<file path="config.mk">
export PLATFORM = sky130hd
export DESIGN_NAME = hevc_rpu_nal_deframer_core
export DESIGN_NICKNAME = d
export VERILOG_FILES = /design/src/rtl/hrnd_pkg.sv /design/src/rtl/hrnd_front.sv /design/src/rtl/hrnd_queue.sv /design/src/rtl/hrnd_back.sv /design/src/rtl/hevc_rpu_nal_deframer_core.sv
export SDC_FILE = /design/constraint.sdc
export NUM_CORES = 1
export LEC_CHECK = 0
export BUFFER_PORTS_ARGS = -buffer_cell sky130_fd_sc_hd__buf_4
export CORE_MARGIN = 3
export CORE_UTILIZATION = 50
export DETAILED_ROUTE_END_ITERATION = 8
export GPL_ROUTABILITY_DRIVEN = 0
export PLACE_DENSITY_LB_ADDON = 0.25
export SKIP_CTS_REPAIR_TIMING = 1
export SLEW_MARGIN = 20
export SYNTH_ARGS = -nofsm -noshare
export SYNTH_HDL_FRONTEND = slang
export SYNTH_SLANG_ARGS = --single-unit
</file>
<file path="constraint.sdc">
create_clock -name clk -period 13.1 [get_ports clk]
set_input_delay 0.655 -clock clk [delete_from_list [all_inputs] [get_ports clk]]
set_output_delay 0.655 -clock clk [all_outputs]
set_load 0.01 [all_outputs]
</file>
<file path="src/rtl/hrnd_pkg.sv">
`timescale 1ns / 1ps
`default_nettype none
// ----------------------------------------------------------------------------
// hrnd_pkg
// Shared types and constants of the RPU NAL deframer.
// ----------------------------------------------------------------------------
package hrnd_pkg;

  localparam int unsigned MAX_RESULTS     = 4;
  localparam int unsigned IDX_W           = $clog2(MAX_RESULTS);
  localparam int unsigned CNT_W           = $clog2(MAX_RESULTS + 1);
  localparam int unsigned QUEUE_DEPTH_DEF = 4;

  localparam logic [7:0] ESCAPE_BYTE   = 8'h03;
  localparam logic [7:0] START_BYTE    = 8'h01;
  localparam logic [7:0] ZERO_BYTE     = 8'h00;
  localparam logic [7:0] NAL_TYPE_MASK = 8'h3f;
  localparam logic [5:0] NAL_TYPE_RPU  = 6'd62;

  localparam logic [2:0] LEN_BYTES_RESET = 3'd4;
  localparam logic [2:0] LEN_BYTES_MIN   = 3'd1;
  localparam logic [2:0] LEN_BYTES_MAX   = 3'd4;

  typedef struct packed {
    logic [7:0] in_byte;
    logic       in_last;
  } pkt_item_t;

  typedef struct packed {
    logic [7:0] out_byte;
    logic       out_last;
    logic       out_truncated;
  } nal_item_t;

  typedef struct packed {
    nal_item_t [MAX_RESULTS-1:0] res;
    logic [CNT_W-1:0]            count;
  } bundle_t;

endpackage : hrnd_pkg
`default_nettype wire

</file>
<file path="src/rtl/hrnd_front.sv">
`timescale 1ns / 1ps
`default_nettype none
// ----------------------------------------------------------------------------
// hrnd_front
// Framing detection, NAL splitting and unescaping; emits at most one result
// bundle per step.
// ----------------------------------------------------------------------------
module hrnd_front
  import hrnd_pkg::*;
(
  input  wire logic       clk,
  input  wire logic       rst,
  input  wire logic       pkt_valid,
  output logic            pkt_ready,
  input  wire pkt_item_t  pkt_item,
  input  wire logic       cfg_wr_en,
  input  wire logic [2:0] cfg_wr_data,
  input  wire logic       q_full,
  output logic            q_push,
  output bundle_t         q_data
);

  localparam logic [1:0] FM_UNDECIDED = 2'd0;
  localparam logic [1:0] FM_SEARCH    = 2'd1;
  localparam logic [1:0] FM_UNIT      = 2'd2;
  localparam logic [1:0] FM_LENGTH    = 2'd3;

  typedef struct packed {
    logic [1:0] hdr_seen;
    logic       selected;
    logic [1:0] zero_run;
    logic [7:0] held;
    logic       held_valid;
  } unit_t;

  typedef struct packed {
    logic [1:0]  fm;
    logic [7:0]  la0;
    logic [7:0]  la1;
    logic [1:0]  lc;
    logic [31:0] lr;
    logic [2:0]  psn;
    logic        stopped;
    unit_t       unit;
  } fs_t;

  typedef struct packed {
    fs_t     s;
    bundle_t o;
  } ctx_t;

  localparam unit_t UNIT_CLEAR = '0;
  localparam fs_t   FS_RESET   = '0;

  function automatic ctx_t f_emit(ctx_t c, logic [7:0] b, logic last, logic trunc);
    nal_item_t it;
    it.out_byte      = b;
    it.out_last      = last;
    it.out_truncated = trunc;
    if (c.o.count < CNT_W'(MAX_RESULTS)) begin
      c.o.res[c.o.count[IDX_W-1:0]] = it;
      c.o.count = c.o.count + 1'b1;
    end
    return c;
  endfunction

  function automatic ctx_t f_feed(ctx_t c, logic [7:0] b);
    if (c.s.unit.hdr_seen < 2'd2) begin
      if (c.s.unit.hdr_seen == 2'd0) begin
        c.s.unit.selected = (((b >> 1) & NAL_TYPE_MASK) == {2'b00, NAL_TYPE_RPU});
      end
      c.s.unit.hdr_seen = c.s.unit.hdr_seen + 2'd1;
    end else if (c.s.unit.selected) begin
      if (c.s.unit.zero_run == 2'd2 && b == ESCAPE_BYTE) begin
        c.s.unit.zero_run = 2'd0;
      end else begin
        if (b == ZERO_BYTE) begin
          c.s.unit.zero_run = (c.s.unit.zero_run < 2'd2) ? c.s.unit.zero_run + 2'd1 : 2'd2;
        end else begin
          c.s.unit.zero_run = 2'd0;
        end
        if (c.s.unit.held_valid) begin
          c = f_emit(c, c.s.unit.held, 1'b0, 1'b0);
        end
        c.s.unit.held       = b;
        c.s.unit.held_valid = 1'b1;
      end
    end
    return c;
  endfunction

  function automatic ctx_t f_end(ctx_t c, logic trunc);
    if (c.s.unit.selected && c.s.unit.held_valid) begin
      c = f_emit(c, c.s.unit.held, 1'b1, trunc);
    end
    c.s.unit = UNIT_CLEAR;
    return c;
  endfunction

  function automatic ctx_t f_length(ctx_t c, logic [7:0] b, logic [2:0] nbytes);
    if (!c.s.stopped) begin
      if (c.s.psn >= nbytes && c.s.lr != 32'd0) begin
        c = f_feed(c, b);
        c.s.lr = c.s.lr - 32'd1;
        if (c.s.lr == 32'd0) begin
          c = f_end(c, 1'b0);
          c.s.psn = 3'd0;
        end
      end else begin
        c.s.lr = {c.s.lr[23:0], b};
        if (c.s.psn != 3'd7) begin
          c.s.psn = c.s.psn + 3'd1;
        end
        if (c.s.psn >= nbytes) begin
          if (c.s.lr == 32'd0) begin
            c.s.stopped = 1'b1;
          end else begin
            c.s.unit = UNIT_CLEAR;
          end
        end
      end
    end
    return c;
  endfunction

  function automatic ctx_t f_annexb(ctx_t c, logic [7:0] b);
    if (c.s.fm == FM_SEARCH) begin
      if (b == ZERO_BYTE) begin
        c.s.lc = (c.s.lc < 2'd2) ? c.s.lc + 2'd1 : 2'd2;
      end else if (b == START_BYTE && c.s.lc >= 2'd2) begin
        c.s.fm   = FM_UNIT;
        c.s.lc   = 2'd0;
        c.s.unit = UNIT_CLEAR;
      end else begin
        c.s.lc = 2'd0;
      end
    end else if (b == ZERO_BYTE) begin
      if (c.s.lc < 2'd2) begin
        c.s.lc = c.s.lc + 2'd1;
      end else begin
        c      = f_end(c, 1'b0);
        c.s.fm = FM_SEARCH;
        c.s.lc = 2'd2;
      end
    end else if (b == START_BYTE && c.s.lc >= 2'd2) begin
      c      = f_end(c, 1'b0);
      c.s.lc = 2'd0;
    end else begin
      if (c.s.lc >= 2'd1) begin
        c = f_feed(c, ZERO_BYTE);
      end
      if (c.s.lc >= 2'd2) begin
        c = f_feed(c, ZERO_BYTE);
      end
      c      = f_feed(c, b);
      c.s.lc = 2'd0;
    end
    return c;
  endfunction

  function automatic ctx_t f_finish(ctx_t c, logic [2:0] nbytes);
    if (c.s.fm == FM_UNIT) begin
      c = f_end(c, 1'b0);
    end else if (c.s.fm == FM_LENGTH && !c.s.stopped && c.s.psn >= nbytes &&
                 c.s.lr != 32'd0) begin
      c = f_end(c, 1'b1);
    end
    c.s = FS_RESET;
    return c;
  endfunction

  logic [2:0] len_bytes;
  logic [2:0] lb;
  fs_t        st;
  logic       rp_active;
  logic       rp_active_next;
  logic [1:0] rp_idx;
  logic [1:0] rp_idx_next;
  logic [1:0] rp_n;
  logic [1:0] rp_n_next;
  logic [7:0] rp_byte;
  logic [7:0] rp_byte_next;
  logic       rp_last;
  logic       rp_last_next;
  logic [7:0] rp_cur;
  logic       go;
  ctx_t       ctx;

  assign lb = (len_bytes < LEN_BYTES_MIN) ? LEN_BYTES_MIN :
              (len_bytes > LEN_BYTES_MAX) ? LEN_BYTES_MAX : len_bytes;

  assign pkt_ready = !rp_active && !q_full;
  assign go        = !q_full && (rp_active || pkt_valid);

  always_comb begin
    unique case (rp_idx)
      2'd0:    rp_cur = st.la0;
      2'd1:    rp_cur = st.la1;
      2'd2:    rp_cur = (rp_n == 2'd3) ? ZERO_BYTE : rp_byte;
      default: rp_cur = rp_byte;
    endcase
  end

  always_comb begin
    ctx            = '0;
    ctx.s          = st;
    rp_active_next = rp_active;
    rp_idx_next    = rp_idx;
    rp_n_next      = rp_n;
    rp_byte_next   = rp_byte;
    rp_last_next   = rp_last;
    if (go) begin
      if (rp_active) begin
        ctx = f_length(ctx, rp_cur, lb);
        if (rp_idx == rp_n) begin
          rp_active_next = 1'b0;
          if (rp_last) begin
            ctx = f_finish(ctx, lb);
          end
        end else begin
          rp_idx_next = rp_idx + 2'd1;
        end
      end else begin
        unique case (st.fm)
          FM_UNDECIDED: begin
            if (st.lc < 2'd2) begin
              if (st.lc == 2'd0) begin
                ctx.s.la0 = pkt_item.in_byte;
              end else begin
                ctx.s.la1 = pkt_item.in_byte;
              end
              ctx.s.lc = st.lc + 2'd1;
            end else if (st.lc == 2'd2 && st.la0 == ZERO_BYTE && st.la1 == ZERO_BYTE &&
                         pkt_item.in_byte == ZERO_BYTE && !pkt_item.in_last) begin
              ctx.s.lc = 2'd3;
            end else if ((st.lc == 2'd2 && st.la0 == ZERO_BYTE && st.la1 == ZERO_BYTE &&
                          pkt_item.in_byte == START_BYTE) ||
                         (st.lc == 2'd3 && pkt_item.in_byte == START_BYTE)) begin
              ctx.s.fm   = FM_UNIT;
              ctx.s.lc   = 2'd0;
              ctx.s.unit = UNIT_CLEAR;
            end else begin
              ctx.s.fm       = FM_LENGTH;
              ctx.s.lc       = 2'd0;
              ctx.s.lr       = 32'd0;
              ctx.s.psn      = 3'd0;
              rp_active_next = 1'b1;
              rp_idx_next    = 2'd0;
              rp_n_next      = st.lc;
              rp_byte_next   = pkt_item.in_byte;
              rp_last_next   = pkt_item.in_last;
            end
          end
          FM_LENGTH: ctx = f_length(ctx, pkt_item.in_byte, lb);
          FM_SEARCH,
          FM_UNIT:   ctx = f_annexb(ctx, pkt_item.in_byte);
        endcase
        if (pkt_item.in_last && !rp_active_next) begin
          ctx = f_finish(ctx, lb);
        end
      end
    end
  end

  assign q_push = go && (ctx.o.count != '0);
  assign q_data = ctx.o;

  always_ff @(posedge clk) begin
    if (rst) begin
      len_bytes <= LEN_BYTES_RESET;
    end else if (cfg_wr_en) begin
      len_bytes <= cfg_wr_data;
    end
  end

  always_ff @(posedge clk) begin
    if (rst) begin
      st        <= FS_RESET;
      rp_active <= 1'b0;
      rp_idx    <= 2'd0;
      rp_n      <= 2'd0;
      rp_last   <= 1'b0;
    end else if (go) begin
      st        <= ctx.s;
      rp_active <= rp_active_next;
      rp_idx    <= rp_idx_next;
      rp_n      <= rp_n_next;
      rp_last   <= rp_last_next;
    end
  end

  always_ff @(posedge clk) begin
    if (go) begin
      rp_byte <= rp_byte_next;
    end
  end

endmodule : hrnd_front
`default_nettype wire

</file>
<file path="src/rtl/hrnd_queue.sv">
`timescale 1ns / 1ps
`default_nettype none
// ----------------------------------------------------------------------------
// hrnd_queue
// Short FIFO of result bundles between the parser and the output serializer.
// ----------------------------------------------------------------------------
module hrnd_queue
  import hrnd_pkg::*;
#(
  parameter int unsigned DEPTH = QUEUE_DEPTH_DEF
) (
  input  wire logic    clk,
  input  wire logic    rst,
  input  wire logic    push,
  input  wire bundle_t push_data,
  output logic         full,
  input  wire logic    pop,
  output bundle_t      pop_data,
  output logic         empty
);

  localparam int unsigned PTR_W = (DEPTH > 1) ? $clog2(DEPTH) : 1;
  localparam int unsigned QC_W  = $clog2(DEPTH + 1);

  bundle_t          mem [DEPTH];
  logic [PTR_W-1:0] wr_ptr;
  logic [PTR_W-1:0] rd_ptr;
  logic [PTR_W-1:0] rd_ptr_next;
  logic [QC_W-1:0]  fill;
  logic             do_push;
  logic             do_pop;
  bundle_t          rd_data;

  assign full     = (fill == QC_W'(DEPTH));
  assign empty    = (fill == '0);
  assign do_push  = push && !full;
  assign do_pop   = pop && !empty;
  assign pop_data = rd_data;

  assign rd_ptr_next = !do_pop ? rd_ptr :
                       (rd_ptr == PTR_W'(DEPTH - 1)) ? '0 : rd_ptr + 1'b1;

  always_ff @(posedge clk) begin
    if (rst) begin
      wr_ptr <= '0;
      rd_ptr <= '0;
      fill   <= '0;
    end else begin
      if (do_push) begin
        wr_ptr <= (wr_ptr == PTR_W'(DEPTH - 1)) ? '0 : wr_ptr + 1'b1;
      end
      rd_ptr <= rd_ptr_next;
      if (do_push && !do_pop) begin
        fill <= fill + 1'b1;
      end else if (do_pop && !do_push) begin
        fill <= fill - 1'b1;
      end
    end
  end

  // read the next head entry, passing through an item written to it this cycle
  always_ff @(posedge clk) begin
    if (do_push) begin
      mem[wr_ptr] <= push_data;
    end
    if (do_push && wr_ptr == rd_ptr_next) begin
      rd_data <= push_data;
    end else begin
      rd_data <= mem[rd_ptr_next];
    end
  end

endmodule : hrnd_queue
`default_nettype wire

</file>
<file path="src/rtl/hrnd_back.sv">
`timescale 1ns / 1ps
`default_nettype none
// ----------------------------------------------------------------------------
// hrnd_back
// Output serializer: delivers the results of each bundle one per handshake.
// ----------------------------------------------------------------------------
module hrnd_back
  import hrnd_pkg::*;
(
  input  wire logic    clk,
  input  wire logic    rst,
  input  wire logic    q_empty,
  input  wire bundle_t q_data,
  output logic         q_pop,
  output logic         nal_valid,
  input  wire logic    nal_ready,
  output nal_item_t    nal_item
);

  bundle_t          cur;
  logic             cur_valid;
  logic [IDX_W-1:0] idx;
  logic             take;
  logic             done;
  logic             load;

  assign nal_valid = cur_valid;
  assign nal_item  = cur.res[idx];
  assign take      = cur_valid && nal_ready;
  assign done      = take && ((CNT_W'(idx) + 1'b1) == cur.count);
  assign load      = !q_empty && (!cur_valid || done);
  assign q_pop     = load;

  always_ff @(posedge clk) begin
    if (rst) begin
      cur_valid <= 1'b0;
      idx       <= '0;
    end else if (load) begin
      cur_valid <= 1'b1;
      idx       <= '0;
    end else if (done) begin
      cur_valid <= 1'b0;
    end else if (take) begin
      idx <= idx + 1'b1;
    end
  end

  always_ff @(posedge clk) begin
    if (load) begin
      cur <= q_data;
    end
  end

endmodule : hrnd_back
`default_nettype wire

</file>
<file path="src/rtl/hevc_rpu_nal_deframer_core.sv">
`timescale 1ns / 1ps
`default_nettype none
// ----------------------------------------------------------------------------
// hevc_rpu_nal_deframer_core
// Extracts unescaped type-62 NAL unit payloads from a byte stream.
// ----------------------------------------------------------------------------
// Takes one packet byte per cycle unless the queue is full. The only other
// exception is a packet that turns out to use length prefixes: once that is
// decided, the three or four opening bytes held for detection are run through
// the length parser one per cycle, so the byte input stalls once per packet
// while they are replayed. Each byte yields a bundle of up to four results
// into a QUEUE_DEPTH-entry queue; the output delivers one result per cycle
// while nal_ready is high, so multi-result bytes stall input once it fills.
module hevc_rpu_nal_deframer_core
  import hrnd_pkg::*;
#(
  parameter int unsigned QUEUE_DEPTH = QUEUE_DEPTH_DEF
) (
  input  wire logic       clk,
  input  wire logic       rst,
  input  wire logic       pkt_valid,
  output logic            pkt_ready,
  input  wire pkt_item_t  pkt_item,
  output logic            nal_valid,
  input  wire logic       nal_ready,
  output nal_item_t       nal_item,
  input  wire logic       cfg_wr_en,
  input  wire logic [2:0] cfg_wr_data
);

  logic    q_full;
  logic    q_push;
  bundle_t q_wdata;
  logic    q_empty;
  logic    q_pop;
  bundle_t q_rdata;

  hrnd_front u_front (
    .clk         (clk),
    .rst         (rst),
    .pkt_valid   (pkt_valid),
    .pkt_ready   (pkt_ready),
    .pkt_item    (pkt_item),
    .cfg_wr_en   (cfg_wr_en),
    .cfg_wr_data (cfg_wr_data),
    .q_full      (q_full),
    .q_push      (q_push),
    .q_data      (q_wdata)
  );

  hrnd_queue #(
    .DEPTH (QUEUE_DEPTH)
  ) u_queue (
    .clk       (clk),
    .rst       (rst),
    .push      (q_push),
    .push_data (q_wdata),
    .full      (q_full),
    .pop       (q_pop),
    .pop_data  (q_rdata),
    .empty     (q_empty)
  );

  hrnd_back u_back (
    .clk       (clk),
    .rst       (rst),
    .q_empty   (q_empty),
    .q_data    (q_rdata),
    .q_pop     (q_pop),
    .nal_valid (nal_valid),
    .nal_ready (nal_ready),
    .nal_item  (nal_item)
  );

endmodule : hevc_rpu_nal_deframer_core
`default_nettype wire

</file>
# ---- After elaboration in Yosys (flattened, before gate mapping)
# Memory sizes are Yosys's and may differ from the RTL's. A register that Yosys moved wholly into a read port is not among the register bits.
# Index checks and enable logic that the tools add are counted.
dict set report totals {
  register_bits 140
  latch_bits 0
  ram_bits 172
  romBits 0
  input_bits 17
  output_inout_bits 12
  word_cells 435
  memories 1
}
dict set report op_classes {
  add_sub_neg 22
  n_mul 0
  div 0
  n_lt_le_gt_ge 35
  n_eq_ne 29
  shifts 0
  muxes 228
  bitwise 5
  reduce_logical 79
}
# name depth width rd rd_ports_with_merged_regs wr line
set memory_table {}
lappend memory_table {u_queue.mem 4 43 1 1 1 hrnd_queue.sv:25} ;# bundle_t mem [DEPTH];
# cell count
set ops {}
lappend ops {{113-bit two-way mux} 32}
lappend ops {{43-bit two-way mux} 25}
lappend ops {{54-bit two-way mux} 14}
lappend ops {{56-bit two-way mux} 10}
lappend ops {{55-bit two-way mux} 6}
lappend ops {{40-bit bitwise mux} 8}
lappend ops {{57-bit two-way mux} 3}
lappend ops {{55-bit one-hot mux with 3 select lines} 1}
lappend ops {{52-bit two-way mux} 3}
lappend ops {{14-bit two-way mux} 10}
lappend ops {{32-bit logical NOT} 4}
lappend ops {{61-bit two-way mux} 2}
lappend ops {{10-bit demux with 2-bit select} 6}
lappend ops {{35-bit two-way mux} 3}
lappend ops {{50-bit two-way mux} 2}
lappend ops {{32-bit nonzero test} 3}
lappend ops {{43-bit one-hot mux with 2 select lines} 1}
lappend ops {{3-bit two-way mux} 26}
lappend ops {{10-bit two-way mux} 7}
lappend ops {{32-bit by 1-bit subtractor with 32-bit output, second input constant} 2}
lappend ops {{59-bit two-way mux} 1}
lappend ops {{13-bit two-way mux} 4}
lappend ops {{2-bit two-way mux} 26}
lappend ops {{44-bit two-way mux} 1}
lappend ops {{46 further kinds} 198}

# ---- Logic depth before layout (Yosys ltp)
# Gate-level depths: netlist of the first run.
dict set report logic_depth {
  word_depth 71
  depth_mapped 33
  mapped_depth_nobuf 27
}

# ---- Hierarchy
# From an unflattened synthesis of the first run, not the netlist that was laid out.
dict set report unflattened {
  cells_unflattened 1937
  area_unflattened_um2 19163.4
}
# module instances cells_each area_per_inst_um2 seq_area_each_um2
set modules_own_cells {}
lappend modules_own_cells {hrnd_front 1 1591 10764.1 1821.7}
lappend modules_own_cells {hrnd_queue 1 274 6698.9 5345.1}
lappend modules_own_cells {hrnd_back 1 72 1700.4 1351.3}

# ---- Worst setup path before layout of the first run
# OpenSTA, ideal clock, no wires.
dict set report synth_path {
  path_type {register to register}
  startpoint {register u_front.st[19] (netlist name)}
  endpoint {memory u_queue.mem[0][0] (netlist name), enable pin}
  setup_time_ps 405
  t_arrival_ps 6524
  path_slack_ps 6171
  stages_incl_launch_ff 29
  cell_sequence {dfxtp_1 > clkbuf_1 > inv_1 > ha_1 > clkbuf_2 > or4b_1 > or4_1 > buf_4 > nor4_2 > mux2i_1 > o21ai_1 > or4_1 > buf_2 > buf_6 > a21o_1 > a22oi_1 > inv_1 > ha_1 > a21o_1 > a21oi_1 > nor3_1 > nand2_1 > a31oi_1 > o21a_1 > buf_2 > o211ai_1 > or3_1 > nand3_2 > and2_1}
}
dict set report synth_via {
  elab_chain_len 42
  word_cells_on_any_way 121
  cone_classes {4 x add/sub; 4 x order compare; 4 x eq/ne; 88 x mux; 21 x reduce/logical}
}
# element line
set synth_rtl {}
lappend synth_rtl {{start, declared} hrnd_front.sv:174} ;# fs_t st;
lappend synth_rtl {{start signal, assigned} hrnd_front.sv:284} ;# st <= ctx.s;
lappend synth_rtl {{113-bit two-way mux} hrnd_front.sv:145} ;# end else if (b == START_BYTE && c.s.lc >= 2'd2) begin
lappend synth_rtl {{113-bit two-way mux} hrnd_front.sv:137} ;# end else if (b == ZERO_BYTE) begin
lappend synth_rtl {{113-bit two-way mux} hrnd_front.sv:127} ;# if (c.s.fm == FM_SEARCH) begin
lappend synth_rtl {{113-bit two-way mux} hrnd_front.sv:224} ;# unique case (st.fm)
lappend synth_rtl {{113-bit two-way mux} hrnd_front.sv:213} ;# if (rp_active) begin
lappend synth_rtl {{113-bit two-way mux} hrnd_front.sv:212} ;# if (go) begin
lappend synth_rtl {{113-bit two-way mux} hrnd_front.sv:145}
lappend synth_rtl {{113-bit two-way mux} hrnd_front.sv:137}
lappend synth_rtl {{[27 not listed]} n/a}
lappend synth_rtl {{113-bit two-way mux *} hrnd_front.sv:213}
lappend synth_rtl {{43-bit two-way mux *} hrnd_front.sv:212}
lappend synth_rtl {{3-bit nonzero test *} hrnd_front.sv:265} ;# assign q_push = go && (ctx.o.count != '0);
lappend synth_rtl {{1-bit logical AND *} hrnd_front.sv:265}
lappend synth_rtl {{1-bit logical AND *} hrnd_queue.sv:36} ;# assign do_push = push && !full;
lappend synth_rtl {{named net u_queue.do_push} hrnd_queue.sv:30} ;# logic do_push;
lappend synth_rtl {{1-bit two-way mux *} hrnd_queue.sv:63} ;# if (do_push) begin
lappend synth_rtl {{1-bit two-way mux (not written as such) *} hrnd_queue.sv:64} ;# mem[wr_ptr] <= push_data;
lappend synth_rtl {{end, declared} hrnd_queue.sv:25}
# The timed path passes the listed nets; every way through them passes the cells marked *. The select of a mux whose other input is x is not followed.

# ---- Worst setup path in the final report of the first run
dict set report layout_path {
  startpoint {register u_front.st[18] (netlist name)}
  endpoint {register u_queue.fill[2]}
}
dict set report layout_via {
  elab_chain_len 43
  word_cells_on_any_way 124
  cone_classes {4 x add/sub; 4 x order compare; 4 x eq/ne; 87 x mux; 25 x reduce/logical}
}
# element line
set layout_rtl {}
lappend layout_rtl {{113-bit two-way mux} hrnd_front.sv:145}
lappend layout_rtl {{113-bit two-way mux} hrnd_front.sv:137}
lappend layout_rtl {{113-bit two-way mux} hrnd_front.sv:127}
lappend layout_rtl {{113-bit two-way mux} hrnd_front.sv:224}
lappend layout_rtl {{113-bit two-way mux} hrnd_front.sv:213}
lappend layout_rtl {{113-bit two-way mux} hrnd_front.sv:212}
lappend layout_rtl {{113-bit two-way mux} hrnd_front.sv:145}
lappend layout_rtl {{113-bit two-way mux} hrnd_front.sv:137}
lappend layout_rtl {{[28 not listed]} n/a}
lappend layout_rtl {{43-bit two-way mux *} hrnd_front.sv:212}
lappend layout_rtl {{3-bit nonzero test *} hrnd_front.sv:265}
lappend layout_rtl {{1-bit logical AND *} hrnd_front.sv:265}
lappend layout_rtl {{1-bit logical AND *} hrnd_queue.sv:36}
lappend layout_rtl {{named net u_queue.do_push} hrnd_queue.sv:30}
lappend layout_rtl {{1-bit logical NOT} hrnd_queue.sv:55} ;# end else if (do_pop && !do_push) begin
lappend layout_rtl {{1-bit logical AND} hrnd_queue.sv:55}
lappend layout_rtl {{2-bit nonzero test (no line)} n/a}
lappend layout_rtl {{end signal, assigned} hrnd_queue.sv:54} ;# fill <= fill + 1'b1;
lappend layout_rtl {{end signal, assigned} hrnd_queue.sv:56} ;# fill <= fill - 1'b1;
lappend layout_rtl {{end, declared} hrnd_queue.sv:29} ;# logic [QC_W-1:0] fill;
# Marks and branches as above.
# A chain may end at the register's enable or synchronous reset.

==> out/metrics.csv, run 1 <==
stage,metric,value,unit
yosys,Synth cell types,94,
flow_run,total of max-cap violations,0,
detailed_routing,DR vias/cell,6.79,
min_path,WHS Endpoint,u_front.len_bytes[2]$_SDFFE_PP1P_,
min_path,worst hold-check path type,input pin to flip-flop,
grt,GR Util All Layers,0.281,
detailed_routing,DR WL/cell,24.4,um
die,die area,40800,um2
sta,final hold slack,0.334,ns
detailed_routing,Residual DRC,0,
clock_network,"Reg clk slew, reported paths",0.06,ns
yosys,Post-Synthesis Cells,1931,
worst_setup_path,Worst Setup Start Kind,flip-flop,
sta,"Setup violations, final",0,
die,Core ar.,37800,um2
die,Die X,202,um
pwr,Power Dens Cells,164,nW/um2
grt,grt total ovfl,0,
yosys,Mean Syn Cell Area,9.94,um2
clock_network,H-tree levels,2,
yosys,sequential cell area fraction in the yosys report,0.444,
sta,Max Freq,123,MHz
clock_network,Clock Latency Late Sink,0.55,ns
worst_setup_path,"Arr. time, crit path",8.57,ns
yosys,Most used DFF post-synth,edfxtp_1,
clock_network,CTS Root Cell,clkbuf_16,
yosys,Post-Syn Nets,2001,
detailed_routing,DR iter-0 viols,2571,
placement,Post-DP HPWL,39.8,mm
worst_setup_path,Reg2Reg Depth,27,
yosys,Post-synth ARST share,0,
sta,max-slew violations,0,
grt,number of global-route vias before repair,15208,
detailed_routing,Final ANT Viol Nets,0,
sta,RSZ-0062 raised after global routing,false,
yosys,Commonest cells post-synth,"223 x edfxtp_1, 215 x nor2_1, 139 x nand2_1",
detailed_routing,vias after detailed routing,16275,
sta,Slew HR,0.186,
min_path,worst hold start,cfg_wr_data[2],
worst_setup_path,origin of the critical flop-to-flop path,u_front.st[18]$_SDFFE_PP0P_,
final_layout,nets,1930,
yosys,"count leader, synth",edfxtp_1,
clock_network,Max Root-Sink Buffers,3,
final_layout,Ant. Diodes,0,
worst_setup_path,CP Capture Type,flip-flop,
worst_setup_path,Worst Path Required,13.57,ns
detailed_routing,Total Wirelength,58.5,mm
worst_setup_path,capture point of the worst reg-to-reg path,u_queue.fill[2]$_SDFFE_PP0P_,
sta,Fin. Hold Viols,0,
yosys,Netlist Area Pre-Place,19200,um2
die,I/O pin total,29,
pwr,VDD IR max,0.141,mV
die,initial core utilization,0.508,
yosys,"FF+latch count, synth",314,
die,Die Ht,202,um
final_layout,Area growth syn-to-layout,8.56,%
clock_network,clock sinks,314,
sta,Tightest Pin Transition,1.21,ns
sta,min Tclk post-route,8.10,ns
final_layout,# fillers,3238,
detailed_routing,1st-pass router iterations,8,
yosys,synth top area cells,"edfxtp_1 35%, dfxtp_1 9.5%, mux4_2 6.2%",
final_layout,share of cells above drive strength 1,0.120,
clock_network,total CTS buffers,34,
pwr,total leakage power,7.38,nW
clock_network,CTS tree,done,
yosys,"area leader, netlist",edfxtp_1,
grt,first-pass GRT wire length,90.8,mm
yosys,warnings from Yosys,0,
sta,clk_skew,0.0294,ns
sta,fin crit share,0.618,
min_path,hold path depth,3,
grt,initial antenna violation count,1,
worst_setup_path,"Max FO, Critical Path",15,
grt,largest net degree at the start of global routing,83,
die,FP Rows,71,
yosys,number of synthesized flops with an enable pin,223,
outcome,status,finished clean,
yosys,Yosys top cell area share,0.349,
placement,port bufs,28,
worst_setup_path,R2R setup slack,5.00,ns
sta,setup_tns,0,ns
worst_setup_path,kind of critical path,flip-flop to flip-flop,
==> sequential cells by signal, summed over array words and instances, names as in the netlist, 2 cells and up, named ones only <==
name	flops
u_queue.rd_ptr	2
u_back.idx	2
u_queue.mem	172
u_front.rp_n	2
u_back.cur	43
u_queue.fill	3
u_front.len_bytes	3
u_queue.wr_ptr	2
u_front.rp_idx	2
u_front.rp_byte	8
u_front.st	70
==> cells in the final DEF (no fill, tap or decap), types with 11 or more instances in the layout <==
cell,netlist,routed
o21ai_0,85,84
or2_2,11,11
o31ai_1,12,12
buf_4,1,53
and2_1,19,15
nand4_1,14,14
a21o_1,12,12
dfxtp_1,91,87
a31oi_1,19,18
mux4_2,53,53
a211oi_1,36,36
edfxtp_1,223,223
o22ai_1,25,25
a221oi_1,25,25
mux2i_1,51,51
inv_1,46,46
mux2_2,11,11
nand3_1,47,47
and3_1,34,34
nor2_1,215,214
or4_1,11,11
o21ai_1,12,12
nand2b_1,19,19
clkbuf_16,0,34
xnor2_1,16,16
ha_1,52,52
nor4_1,25,25
nor3_1,59,59
a22oi_1,59,59
a22o_1,16,16
nand2_1,139,139
clkinv_1,4,11
o21a_1,14,14
a2111oi_0,12,11
a21oi_1,113,111
==> area by class of cell <==
cell class / instances / area, um2 / share of cell area
Clock buffer: 35 / 855 / 0.0410
Timing Repair Buffer: 53 / 398 / 0.0191
Multi-Input combinational cell: 1406 / 9910 / 0.476
Clock inverter: 27 / 315 / 0.0151
Inverter: 51 / 191 / 0.00919
Sequential cell: 314 / 8520 / 0.409
Tap cell: 511 / 639 / 0.0307
==> worst max path at each step <==
stage                                 from                            to  slack [ns]
3_3_place_gp   u_front.st[18]$_SDFFE_PP0P_  u_queue.mem[2][41]$_DFFE_PP_        5.40
3_5_place_dp   u_front.st[18]$_SDFFE_PP0P_  u_queue.mem[2][41]$_DFFE_PP_        5.17
2_1_floorplan  u_front.st[19]$_SDFFE_PP0P_   u_queue.mem[0][0]$_DFFE_PP_        6.17
5_1_grt        u_front.st[18]$_SDFFE_PP0P_  u_queue.fill[2]$_SDFFE_PP0P_        4.46
6_report       u_front.st[18]$_SDFFE_PP0P_  u_queue.fill[2]$_SDFFE_PP0P_        5.00
4_1_cts        u_front.st[18]$_SDFFE_PP0P_   u_queue.mem[2][9]$_DFFE_PP_        5.13
==> power breakdown <==
group	switching, mW	internal, mW
registers	0.0955	1.20
clock network	0.405	0.599
logic	0.700	0.417
total	1.20	2.21
==> cells by family after synthesis <==
family                     synth area share
DFF                                   0.444
adders and majority gates            0.0350
and+or+nand+nor                       0.169
buffers and inverters                0.0427
xor gates and xnor gates             0.0110
muxes                                0.0959
AOI/OAI and AO/OA                     0.202
==> per-layer routing <==
| metal | routed length [um] | part of all wire | global-route usage |
|---|---|---|---|
| met1 | 23400 | 0.40 | 0.389 |
| met2 | 26200 | 0.45 | 0.430 |
| met3 | 5670 | 0.097 | 0.0515 |
| met4 | 3150 | 0.054 | 0.131 |
| met5 | 19 | 0.00032 | 0 |
==> through the flow <==
stage | setup slack [ns] | utilization | power (mW) | std cells | area, um2
2_1_floorplan | 6.17 | - | 2.08 | 1931 | 19200
3_3_place_gp | 5.40 | 0.521 | 2.39 | 2335 | 19700
3_5_place_dp | 5.17 | 0.521 | 2.40 | 2335 | 19700
4_1_cts | 5.13 | 0.552 | 3.42 | 2397 | 20800
5_1_grt | 4.46 | 0.552 | 3.57 | 2397 | 20800
6_report | 5.00 | 0.552 | 3.41 | 2397 | 20800
==> worst max-delay path: stages, from the launching register on <==
cell	delay, ns
dfxtp_1	0.40
inv_1	0.17
ha_1	0.38
or4b_1	0.55
or4_1	0.63
nor4_2	0.45
mux2i_1	0.31
o21ai_1	0.09
or4_1	0.91
a21o_1	0.32
a22oi_1	0.20
inv_1	0.10
ha_1	0.28
a21o_1	0.12
a21oi_1	0.10
nor3_1	0.18
nand2_1	0.08
a31oi_1	0.38
o21a_1	0.38
o211ai_1	0.13
or3_1	0.41
nand3_2	0.15
ha_1	0.20
inv_1	0.06
fa_1	0.38
xor2_1	0.18
or3_1	0.30
a21oi_1	0.14
(Power assumes the default switching activity.)
==> inputs of run 2 (changes only) <==
- clock period: 13.1 -> 7.3 ns (I/O delays scaled with it)
==> out/metrics.csv, run 2 (synthesized netlist as in run 1, its figures left out) <==
stage,metric,value,unit,change
die,I/O pin total,29,,unchanged
worst_setup_path,Worst Path Required,7.77,ns,was 13.57 ns
sta,Fin. Hold Viols,0,,unchanged
clock_network,H-tree levels,2,,unchanged
worst_setup_path,worst setup path startpoint,u_front.st[18]$_SDFFE_PP0P_,,unchanged
clock_network,Clock Latency Late Sink,0.56,ns,was 0.55 ns
grt,number of global-route vias before repair,16033,,"was 15,208"
clock_network,"Reg clk slew, reported paths",0.06,ns,about the same
grt,initial antenna violation count,0,,was 1
sta,Tightest Pin Transition,1.20,ns,was 1.21 ns
final_layout,share of cells above drive strength 1,0.136,,was 0.120
worst_setup_path,"Slowest-stage cell, CP",or4_1,,unchanged
grt,largest net degree at the start of global routing,60,,was 83
die,Core ar.,37800,um2,unchanged
placement,Post-DP HPWL,41.1,mm,was 39.8 mm
final_layout,top flop regs,"u_queue.mem (172), u_front.st (70), u_back.cur (43)",,unchanged
flow_run,total of max-cap violations,0,,unchanged
placement,"Cell Area, Placed",19900,um2,"was 19,700 um2"
detailed_routing,vias after detailed routing,16650,,"was 16,275"
pwr,total leakage power,7.55,nW,was 7.38 nW
clock_network,CTS Root Cell,clkbuf_16,,unchanged
final_layout,max FFs per register,172,,unchanged
worst_setup_path,CP most frequent cell,ha_1,,
die,Die Ht,202,um,unchanged
sta,Max Freq,141,MHz,was 123 MHz
worst_setup_path,kind of critical path,flip-flop to flip-flop,,unchanged
worst_setup_path,"Arr. time, crit path",7.56,ns,was 8.57 ns
sta,setup_tns,0,ns,unchanged
die,FP Rows,71,,unchanged
min_path,worst hold start,cfg_wr_data[2],,unchanged
pwr,Power Dens Cells,292,nW/um2,was 164 nW/um2
sta,min Tclk post-route,7.08,ns,was 8.10 ns
clock_network,total CTS buffers,35,,was 34
sta,fin crit share,0.970,,was 0.618
detailed_routing,DR vias/cell,6.83,,was 6.79
die,die area,40800,um2,unchanged
detailed_routing,Total Wirelength,60.0,mm,was 58.5 mm
detailed_routing,DR WL/cell,24.6,um,was 24.4 um
clock_network,Max Root-Sink Buffers,3,,unchanged
detailed_routing,Residual DRC,0,,unchanged
pwr,VDD IR max,0.221,mV,was 0.141 mV
final_layout,"most common cell after layout, fill and taps aside",edfxtp_1,,unchanged
clock_network,CTS tree,done,,unchanged
detailed_routing,Final ANT Viol Nets,0,,unchanged
sta,max-slew violations,0,,unchanged
final_layout,# fillers,3279,,"was 3,238"
detailed_routing,DR iter-0 viols,2471,,"was 2,571"
worst_setup_path,origin of the critical flop-to-flop path,u_front.st[18]$_SDFFE_PP0P_,,unchanged
sta,"Setup violations, final",0,,unchanged
die,initial core utilization,0.508,,unchanged
placement,port bufs,28,,unchanged
sta,Slew HR,0.193,,was 0.186
grt,GR Util All Layers,0.288,,was 0.281
final_layout,Biggest register,u_queue.mem,,unchanged
sta,RSZ-0062 raised after global routing,false,,unchanged
final_layout,"commonest cells after routing, fill and taps aside","223 x edfxtp_1, 214 x nor2_1, 139 x nand2_1",,unchanged
outcome,status,finished clean,,unchanged
worst_setup_path,"Max FO, Critical Path",14,,was 15
die,Die X,202,um,unchanged
min_path,worst hold-check path type,input pin to flip-flop,,unchanged
sta,clk_skew,0.0273,ns,was 0.0294 ns
final_layout,design area,21100,um2,"was 20,800 um2"
placement,placed insts,2371,,"was 2,335"
final_layout,Area growth syn-to-layout,9.91,%,was 8.56%
clock_network,clock sinks,314,,unchanged
worst_setup_path,CP max stage delay,0.59,ns,was 0.91 ns
detailed_routing,1st-pass router iterations,6,,was 8
worst_setup_path,CP Capture Type,flip-flop,,unchanged
grt,first-pass GRT wire length,93.1,mm,was 90.8 mm
final_layout,nets,1967,,"was 1,930"
grt,grt total ovfl,0,,unchanged
final_layout,Final Core Density,0.559,,was 0.552
final_layout,Final Instance Count excl. Fillers,2436,,"was 2,397"
worst_setup_path,Worst Setup Start Kind,flip-flop,,unchanged
## run 2: worst paths after layout
kind / cells past startpoint / endpoint / slack (ns)
max: 26 / u_queue.fill[2]$_SDFFE_PP0P_ / 0.22
max reg2reg: 26 / u_queue.fill[2]$_SDFFE_PP0P_ / 0.22
min reg2reg: 2 / u_front.len_bytes[0]$_SDFFE_PP0P_ / 0.50
min: 3 / u_front.len_bytes[2]$_SDFFE_PP1P_ / 0.03
## run 2: stage by stage
step,hold WS (ns),setup slack (ns),power [mW]
2_1_floorplan,0.460,0.371,3.72
3_3_place_gp,0.480,0.454,4.35
3_5_place_dp,0.492,0.438,4.38
4_1_cts,0.0100,0.372,6.14
5_1_grt,0.0328,0.00914,6.43
6_report,0.0296,0.216,6.15
## run 2: layout make-up
class | count | area (um2) | area share
Antenna cell | 1 | 2.50 | 0.000119
Clock buffer | 44 | 910 | 0.0431
Clock inverter | 20 | 223 | 0.0106
Inverter | 51 | 191 | 0.00908
Multi-Input combinational cell | 1406 | 9930 | 0.471
Sequential cell | 314 | 8520 | 0.404
Tap cell | 511 | 639 | 0.0303
Timing Repair Buffer | 89 | 668 | 0.0317
## run 2: routing by layer
| metal | track usage | vias up | part of all wire |
|---|---|---|---|
| li1 | - | 7370 | - |
| met3 | 0.0601 | 239 | 0.10 |
| met2 | 0.439 | 1080 | 0.44 |
| met4 | 0.148 | 0 | 0.057 |
| met5 | 0 | - | 0 |
| met1 | 0.392 | 7961 | 0.40 |
## run 2: worst max-delay path, delay by kind of cell, from the launching register on
kind / cells / cell delay, ns
simple gates: 8 / 3.05
compound gates: 8 / 1.51
fa+ha+maj: 4 / 1.09
buf+inv: 4 / 0.67
xor+xnor: 2 / 0.35
flops: 1 / 0.31
## run 2: where the power goes
part	leakage (nW)	switching, mW	internal (mW)
registers	2.97	0.142	2.15
clock network	0.542	0.735	1.01
logic	4.04	1.34	0.784
